### src/hdl/assert_macros.svh
// ---------------------------------------------------------------------------
// Assertion macros
// Short forms for the concurrent checks used in the RTL.
// ---------------------------------------------------------------------------
`ifndef ASSERT_MACROS_SVH
`define ASSERT_MACROS_SVH

// Whenever ante holds, cons must hold in the same cycle.
`define ASSERT_IMPLIES(label, clk_sig, rst_sig, ante, cons) \
  label: assert property (@(posedge clk_sig) disable iff (rst_sig) (ante) |-> (cons)) \
    else $error("implication check failed");

// The condition must never hold.
`define ASSERT_NEVER(label, clk_sig, rst_sig, cond) \
  label: assert property (@(posedge clk_sig) disable iff (rst_sig) !(cond)) \
    else $error("forbidden condition seen");

`endif

### src/hdl/qts_pkg.sv
// ---------------------------------------------------------------------------
// qts_pkg
// Types and constants shared by the two-stack queue modules.
// ---------------------------------------------------------------------------
package qts_pkg;

  localparam int DEPTH_DEFAULT = 16;
  localparam int CAP_W         = 5;
  localparam logic [CAP_W-1:0] CAPACITY_RESET = 5'd16;
  localparam int QUEUE_DEPTH   = 2;
  localparam int PADDR_W       = 3;

  // Register index is taken from paddr[2].
  localparam logic REG_CAPACITY = 1'b0;

  localparam logic [1:0] OP_PUSH = 2'd0;
  localparam logic [1:0] OP_POP  = 2'd1;
  localparam logic [1:0] OP_PEEK = 2'd2;

  typedef enum logic [1:0] {
    CMD_PUSH,
    CMD_POP,
    CMD_PEEK,
    CMD_NOP
  } cmd_kind_t;

  typedef enum logic [1:0] {
    ST_IDLE,
    ST_MOVE,
    ST_PEEK
  } back_state_t;

  typedef struct packed {
    logic [1:0]          operation;
    logic signed [31:0]  value;
  } item_t;

  typedef struct packed {
    logic signed [31:0]  front_value;
    logic                queue_empty;
    logic                push_dropped;
  } result_t;

  typedef struct packed {
    cmd_kind_t           kind;
    logic signed [31:0]  value;
  } cmd_t;

endpackage

### src/hdl/queue_from_two_stacks.sv
// An accepted item waits in the front queue until the execute side takes it. A push, a
// pop of a non-empty outbox or an unused code then writes the result register directly; a
// peek of a non-empty outbox passes through the peek state first. A refill reads the n inbox
// entries one at a time, lands the last one on the outbox, then uses the refilled outbox.
// No new command is taken until a refill or peek is done; the front queue buffers meanwhile.
// Reset (synchronous, rst high) empties both stacks and the input queue, sets capacity
// to 16; the stack memories need no clearing pass.
// ---------------------------------------------------------------------------
// queue_from_two_stacks
// FIFO of signed words kept in an inbox stack and an outbox stack.
// ---------------------------------------------------------------------------
`include "assert_macros.svh"

module queue_from_two_stacks import qts_pkg::*; #(
  parameter int MAX_DEPTH = DEPTH_DEFAULT
) (
  input  logic               clk,
  input  logic               rst,
  // Input items.
  input  logic               item_valid,
  output logic               item_stall,
  input  item_t              item,
  // Result items.
  output logic               result_valid,
  input  logic               result_stall,
  output result_t            result,
  // Register port.
  input  logic               psel,
  input  logic               penable,
  input  logic               pwrite,
  input  logic [PADDR_W-1:0] paddr,
  input  logic [31:0]        pwdata,
  output logic [31:0]        prdata,
  output logic               pready
);

  // The capacity register limits how many entries the inbox may hold. Only the
  // low five bits of a write are kept; values above MAX_DEPTH act as MAX_DEPTH.
  logic [CAP_W-1:0] capacity;
  logic             reg_write;

  // Front to back command channel.
  logic cmd_valid;
  cmd_t cmd;
  logic cmd_take;

  assign pready    = 1'b1;
  assign reg_write = psel && penable && pwrite && pready;

  always_ff @(posedge clk) begin
    if (rst) begin
      capacity <= CAPACITY_RESET;
    end else if (reg_write && paddr[2] == REG_CAPACITY) begin
      capacity <= pwdata[CAP_W-1:0];
    end
  end

  // Writes to any other register index fall on nothing and read back as zero.
  assign prdata = (paddr[2] == REG_CAPACITY) ? 32'(capacity) : '0;

  // The front side decodes items into commands and buffers them, so input keeps flowing,
  // up to that buffer's depth, while the back side walks a refill or awaits a stalled result.
  qts_front u_front (
    .clk        (clk),
    .rst        (rst),
    .item_valid (item_valid),
    .item_stall (item_stall),
    .item       (item),
    .cmd_valid  (cmd_valid),
    .cmd        (cmd),
    .cmd_take   (cmd_take)
  );

  // The back side owns both stacks. It only takes a command once its result
  // register is free, so each command completes into an empty slot.
  qts_back #(
    .MAX_DEPTH (MAX_DEPTH)
  ) u_back (
    .clk          (clk),
    .rst          (rst),
    .capacity     (capacity),
    .cmd_valid    (cmd_valid),
    .cmd          (cmd),
    .cmd_take     (cmd_take),
    .result_valid (result_valid),
    .result_stall (result_stall),
    .result       (result)
  );

  // The back side never pulls from an empty command queue.
  `ASSERT_IMPLIES(a_take_needs_cmd, clk, rst, cmd_take, cmd_valid)
  // A command is only started when the result register can take its answer.
  `ASSERT_IMPLIES(a_take_needs_room, clk, rst, cmd_take, !result_valid || !result_stall)
  // A refused push never carries a front value.
  `ASSERT_NEVER(a_drop_no_front, clk, rst, result_valid && result.push_dropped && result.front_value != 32'sd0)
  // A nonzero front value comes only from a peek of a queue that holds entries.
  `ASSERT_NEVER(a_front_not_empty, clk, rst, result_valid && result.front_value != 32'sd0 && result.queue_empty)

endmodule

### src/hdl/qts_front.sv
// ---------------------------------------------------------------------------
// qts_front
// Accepts items, decodes the operation and holds them in a short queue.
// ---------------------------------------------------------------------------
module qts_front import qts_pkg::*; (
  input  logic  clk,
  input  logic  rst,
  input  logic  item_valid,
  output logic  item_stall,
  input  item_t item,
  output logic  cmd_valid,
  output cmd_t  cmd,
  input  logic  cmd_take
);

  localparam int QAW = (QUEUE_DEPTH > 1) ? $clog2(QUEUE_DEPTH) : 1;
  localparam int QCW = $clog2(QUEUE_DEPTH + 1);

  cmd_t           slots [QUEUE_DEPTH];
  logic [QAW-1:0] wr_ptr;
  logic [QAW-1:0] rd_ptr;
  logic [QCW-1:0] fill;
  logic           push;
  logic           pop;
  cmd_t           decoded;

  // Turn the raw operation code into a command kind.
  always_comb begin
    decoded.value = item.value;
    unique case (item.operation)
      OP_PUSH: decoded.kind = CMD_PUSH;
      OP_POP:  decoded.kind = CMD_POP;
      OP_PEEK: decoded.kind = CMD_PEEK;
      default: decoded.kind = CMD_NOP;
    endcase
  end

  assign item_stall = (fill == QCW'(QUEUE_DEPTH));
  assign push       = item_valid && !item_stall;
  assign cmd_valid  = (fill != '0);
  assign pop        = cmd_take && cmd_valid;
  assign cmd        = slots[rd_ptr];

  always_ff @(posedge clk) begin
    if (push) begin
      slots[wr_ptr] <= decoded;
    end
  end

  always_ff @(posedge clk) begin
    if (rst) begin
      wr_ptr <= '0;
      rd_ptr <= '0;
      fill   <= '0;
    end else begin
      if (push) begin
        wr_ptr <= (wr_ptr == QAW'(QUEUE_DEPTH - 1)) ? '0 : wr_ptr + QAW'(1);
      end
      if (pop) begin
        rd_ptr <= (rd_ptr == QAW'(QUEUE_DEPTH - 1)) ? '0 : rd_ptr + QAW'(1);
      end
      if (push && !pop) begin
        fill <= fill + QCW'(1);
      end else if (pop && !push) begin
        fill <= fill - QCW'(1);
      end
    end
  end

endmodule

### src/hdl/qts_back.sv
// ---------------------------------------------------------------------------
// qts_back
// Executes commands on the inbox and outbox stacks and registers the result.
// ---------------------------------------------------------------------------
module qts_back import qts_pkg::*; #(
  parameter int MAX_DEPTH = DEPTH_DEFAULT
) (
  input  logic             clk,
  input  logic             rst,
  input  logic [CAP_W-1:0] capacity,
  input  logic             cmd_valid,
  input  cmd_t             cmd,
  output logic             cmd_take,
  output logic             result_valid,
  input  logic             result_stall,
  output result_t          result
);

  localparam int AW   = $clog2(MAX_DEPTH);
  localparam int CW   = $clog2(MAX_DEPTH + 1);
  localparam int CAPW = (CW > CAP_W) ? CW : CAP_W;

  logic [31:0]    in_mem  [MAX_DEPTH];
  logic [31:0]    out_mem [MAX_DEPTH];
  logic [31:0]    in_rd;
  logic [31:0]    out_rd;

  back_state_t    state;
  back_state_t    state_next;
  logic [CW-1:0]  ic;
  logic [CW-1:0]  ic_next;
  logic [CW-1:0]  oc;
  logic [CW-1:0]  oc_next;
  logic           pend;
  logic           pend_next;
  cmd_kind_t      kind_hold;
  cmd_kind_t      kind_hold_next;

  logic           in_we;
  logic [AW-1:0]  in_raddr;
  logic           out_we;
  logic [AW-1:0]  out_raddr;
  logic           res_we;
  result_t        res_next;

  logic           out_free;
  logic           start;
  logic [CAPW-1:0] cap_ext;
  logic [CAPW-1:0] depth_ext;
  logic [CW-1:0]  eff_cap;

  assign cap_ext   = CAPW'(capacity);
  assign depth_ext = CAPW'(MAX_DEPTH);
  assign eff_cap   = (cap_ext > depth_ext) ? CW'(depth_ext) : CW'(cap_ext);

  assign out_free  = !result_valid || !result_stall;
  assign start     = (state == ST_IDLE) && cmd_valid && out_free;
  assign in_raddr  = AW'(ic - CW'(1));
  assign out_raddr = AW'(oc - CW'(1));

  // Next state.
  always_comb begin
    state_next = state;
    unique case (state)
      ST_IDLE: begin
        if (start) begin
          if (cmd.kind == CMD_POP && oc == '0 && ic != '0) begin
            state_next = ST_MOVE;
          end else if (cmd.kind == CMD_PEEK) begin
            if (oc != '0) begin
              state_next = ST_PEEK;
            end else if (ic != '0) begin
              state_next = ST_MOVE;
            end
          end
        end
      end
      ST_MOVE: begin
        if (ic == '0 && !pend) begin
          state_next = (kind_hold == CMD_PEEK) ? ST_PEEK : ST_IDLE;
        end
      end
      ST_PEEK: state_next = ST_IDLE;
      default: state_next = ST_IDLE;
    endcase
  end

  // Datapath control and result.
  always_comb begin
    cmd_take       = 1'b0;
    in_we          = 1'b0;
    out_we         = 1'b0;
    ic_next        = ic;
    oc_next        = oc;
    pend_next      = 1'b0;
    kind_hold_next = kind_hold;
    res_we         = 1'b0;
    res_next       = '0;
    unique case (state)
      ST_IDLE: begin
        if (start) begin
          cmd_take       = 1'b1;
          kind_hold_next = cmd.kind;
          unique case (cmd.kind)
            CMD_PUSH: begin
              res_we = 1'b1;
              if (ic < eff_cap) begin
                in_we   = 1'b1;
                ic_next = ic + CW'(1);
              end else begin
                res_next.push_dropped = 1'b1;
                res_next.queue_empty  = (ic == '0) && (oc == '0);
              end
            end
            CMD_POP: begin
              if (oc != '0) begin
                oc_next              = oc - CW'(1);
                res_we               = 1'b1;
                res_next.queue_empty = (ic == '0) && (oc == CW'(1));
              end else if (ic == '0) begin
                res_we               = 1'b1;
                res_next.queue_empty = 1'b1;
              end
            end
            CMD_PEEK: begin
              if (oc == '0 && ic == '0) begin
                res_we               = 1'b1;
                res_next.queue_empty = 1'b1;
              end
            end
            CMD_NOP: begin
              res_we               = 1'b1;
              res_next.queue_empty = (ic == '0) && (oc == '0);
            end
            default: ;
          endcase
        end
      end
      ST_MOVE: begin
        // Read the inbox top into in_rd, and land in_rd on the outbox while pend is set.
        if (ic != '0) begin
          ic_next   = ic - CW'(1);
          pend_next = 1'b1;
        end
        if (pend) begin
          out_we  = 1'b1;
          oc_next = oc + CW'(1);
        end
        if (ic == '0 && !pend && kind_hold == CMD_POP) begin
          oc_next              = oc - CW'(1);
          res_we               = 1'b1;
          res_next.queue_empty = (oc == CW'(1));
        end
      end
      ST_PEEK: begin
        res_we               = 1'b1;
        res_next.front_value = out_rd;
      end
      default: ;
    endcase
  end

  always_ff @(posedge clk) begin
    if (in_we) begin
      in_mem[ic[AW-1:0]] <= cmd.value;
    end
    in_rd <= in_mem[in_raddr];
  end

  always_ff @(posedge clk) begin
    if (out_we) begin
      out_mem[oc[AW-1:0]] <= in_rd;
    end
    out_rd <= out_mem[out_raddr];
  end

  always_ff @(posedge clk) begin
    if (res_we) begin
      result <= res_next;
    end
  end

  always_ff @(posedge clk) begin
    if (rst) begin
      state        <= ST_IDLE;
      ic           <= '0;
      oc           <= '0;
      pend         <= 1'b0;
      kind_hold    <= CMD_NOP;
      result_valid <= 1'b0;
    end else begin
      state     <= state_next;
      ic        <= ic_next;
      oc        <= oc_next;
      pend      <= pend_next;
      kind_hold <= kind_hold_next;
      if (res_we) begin
        result_valid <= 1'b1;
      end else if (!result_stall) begin
        result_valid <= 1'b0;
      end
    end
  end

endmodule

### config.mk
export PLATFORM = sky130hd
export DESIGN_NAME = queue_from_two_stacks
export DESIGN_NICKNAME = d
export VERILOG_FILES = /design/src/hdl/qts_pkg.sv /design/src/hdl/queue_from_two_stacks.sv /design/src/hdl/qts_front.sv /design/src/hdl/qts_back.sv
export VERILOG_INCLUDE_DIRS = /design/src /design/src/hdl
export SDC_FILE = /design/constraint.sdc
export NUM_CORES = 1
export LEC_CHECK = 0
export CAP_MARGIN = 20
export CELL_PAD_IN_SITES_DETAIL_PLACEMENT = 2
export CELL_PAD_IN_SITES_GLOBAL_PLACEMENT = 2
export CORE_MARGIN = 2
export CORE_UTILIZATION = 50
export CTS_BUF_LIST = sky130_fd_sc_hd__clkbuf_4 sky130_fd_sc_hd__clkbuf_8
export DETAILED_ROUTE_END_ITERATION = 7
export DONT_BUFFER_PORTS = 1
export PLACE_DENSITY = 0.88
export SLEW_MARGIN = 20
export SYNTH_ARGS = -nofsm -noshare
export SYNTH_HDL_FRONTEND = slang
export SYNTH_SLANG_ARGS = --single-unit
### constraint.sdc
create_clock -name clk -period 9.38 [get_ports clk]
set_input_delay 0 -clock clk [delete_from_list [all_inputs] [get_ports clk]]
set_output_delay 0 -clock clk [all_outputs]
set_load 0.005 [all_outputs]
==> out/metrics.cfg <==
[critical_path]
rr_worst_depth=5
start_kind=register
required_ns=10.07
endpoint_kind=register
crit_start=u_back.ic[0]$_SDFFE_PP0P_
path_max_fanout=71
arrival_ns=5.59
endpoint=u_back.in_rd[27]$_DFF_P_
worstReg2RegStart=u_back.ic[0]$_SDFFE_PP0P_
reg2reg_slack_ns=4.47
rr_endpoint=u_back.in_rd[27]$_DFF_P_
critPathKind=reg -> reg

[pwr]
ir_worst_vdd_v=0.000171
p_leak_nw=16.3
power_density_nw_per_um2=281
power.total_mw=14.6

[synth]
syn_area_per_cell_um2=23.4
ys_top_cells_by_count=1,126 x edfxtp_1, 304 x mux4_2, 90 x dfxtp_1, 63 x nor2_1, 40 x clkbuf_1
ys_ff_latch=1216
synth_edf_count=1126
synthCells=1946
yosysSeqAreaShare_pct=78.1
synth_cell_types=58
ys_top_cells_by_area=edfxtp_1 74%, mux4_2 15%, dfxtp_1 3.9%
synth_most_common_cell=edfxtp_1
synth_top_area_cell=edfxtp_1
synth_area_um2=45600
synthArstFlopShare_pct=0
yosysWarnings=0
ys.flop_type=edfxtp_1
synth_top_area_share_pct=74.1

[clocking]
clock-root-buffer=clkbuf_8
clk_latency_ns=0.92
cts.sinks=1216
cts_tree=done
clockBufferDepth=3
clkTransAtPathRegs_ns=0.07
ctsResizeCount=0
cts_max_level=4
numCtsBuffers=193

[drt]
dr_total_vias=22900
postRouteWirelength_um=148000
dr.first_iter.drc_count=2525
detail-route-antenna-nets=0
routed_via_density=6.49
firstDrtPassIters=5
drc=0
wl_per_cell_um=41.9

[sta]
fin_ws_ns=4.47
fin_tns_setup_ns=0
fin_crit_sh_pct=52.3
clock_skew_ns=0.0603
slew_headroom_pct=25.6
fmax_ghz=0.204
finalCriticalPeriod_ns=4.91
hold_viol=0
rsz0062_at_grt=no
setup_viol=0
tightest_slew_ns=1.12
drv_slew=0

[placement]
port-buffer-count=0
gp_congestion=0.745
dpl.hpwl_um=76100
place_area_um2=47100
pre_cts_ws_ns=4.66

[floorplan]
die-area_um2=93700
io_pins=145
fp.dieW_um=306
core.rowCount=110
initial_core_util_pct=50.5
die_h_um=306
coreArea_um2=90300

[final_layout]
postLayoutCellArea_um2=52100
layout.nets=2277
synthToLayoutAreaGrowth_pct=14.1
layout-drive-gt1-share_pct=32.9
final_core_util_pct=57.7

[global_routing]
grt_usage_pct=32.5
grt_pass1_wl_um=208000
grt_pass1_vias=25100
antenna_found_initial=15
grt.overflow.total=0
grt_max_degree=90

[worst_hold_path]
hp-class=in -> out

[status]
status=completed

[flow_run]
drv_cap=0

[final cells by class]
| type | instances | area (um^2) |
|---|---|---|
| fillers | 7099 | 38200 |
| flip-flops and latches | 1216 | 35600 |
| multi-input cells | 628 | 9640 |
| clock buffers | 314 | 3760 |
| well taps | 1176 | 1470 |
| repair buffers | 132 | 1230 |
| clock inverters | 45 | 287 |
| inverters | 12 | 45.0 |
| diodes | 4 | 10.0 |
[routing by layer]
metal	global-route usage, %	up-vias	share of wire (%)
li1	-	8631	-
met3	6.15	364	6.4
met5	0	-	0.016
met2	57.5	1315	53
met4	13.6	4	4.3
met1	39.2	12600	36
[where the power goes]
part / switching [mW] / total, mW / internal (mW)
Clock: 2.36 / 4.97 / 2.61
Combinational: 1.47 / 2.34 / 0.872
Sequential: 0.520 / 7.34 / 6.82
[worst min-delay path by stage]
stage	from	to	slack [ns]	cells past startpoint
2_1_floorplan	paddr[2]	prdata[4]	0.03	1
3_3_place_gp	paddr[2]	prdata[4]	0.03	1
3_5_place_dp	paddr[2]	prdata[4]	0.03	1
4_1_cts	paddr[2]	prdata[4]	0.03	1
5_1_grt	paddr[2]	prdata[2]	0.04	1
6_report	paddr[2]	prdata[2]	0.04	1
[flip-flops by register name, indices dropped and copies added (netlist names), 5 cells and up, named ones only]
name            flops
u_back.in_mem     512
u_back.result      34
capacity            5
u_back.oc           5
u_back.in_rd       32
u_back.out_mem    512
u_back.out_rd      32
u_back.ic           5
u_front.slots      68
[stage by stage]
step / hold WS [ns] / cells
final: 0.0414 / 3527
after global routing: 0.0443 / 3524
after CTS: 0.0322 / 3523
after detailed placement: 0.0324 / 3076
after global placement: 0.0328 / 3076
after floorplan: 0.0269 / 1972
[cell usage in the layout (no fill, tap or decap), drive strengths merged, types with 28 or more instances in the layout]
master / n
edfxtp: 1126
mux4: 320
clkbuf: 314
dfxtp: 90
dlygate4sd3: 87
nor2: 64
buf: 45
clkinv: 37
and2: 34
mux2: 34
conb: 28
[critical path, cell delays in order (launching register included)]
cell	delay, ns
dfxtp_4	0.99
inv_1	0.46
ha_4	0.99
buf_4	0.92
mux4_2	0.47
mux4_2	0.62
[timing repair]
| action | 4_1_cts | 5_1_grt |
|---|---|---|
| hold endpoints to repair | 164 | 0 |
| buffers inserted | 0 | 0 |
| hold buffers | 88 | 0 |
[logic make-up (layout without fill, tap and decap cells)]
kind of cell    after synthesis  count (layout)  synth area share [%]
compound gates               42              42                 0.655
mux                         362             362                  16.9
flops                      1216            1216                  78.1
other cells                   2              32                0.0165
fa+ha+maj                    18              18                 0.494
simple gates                165             165                  1.85
buf+inv                     128             503                  1.71
xor+xnor                     13              13                 0.266
Power figures use the tool's default switching activity.
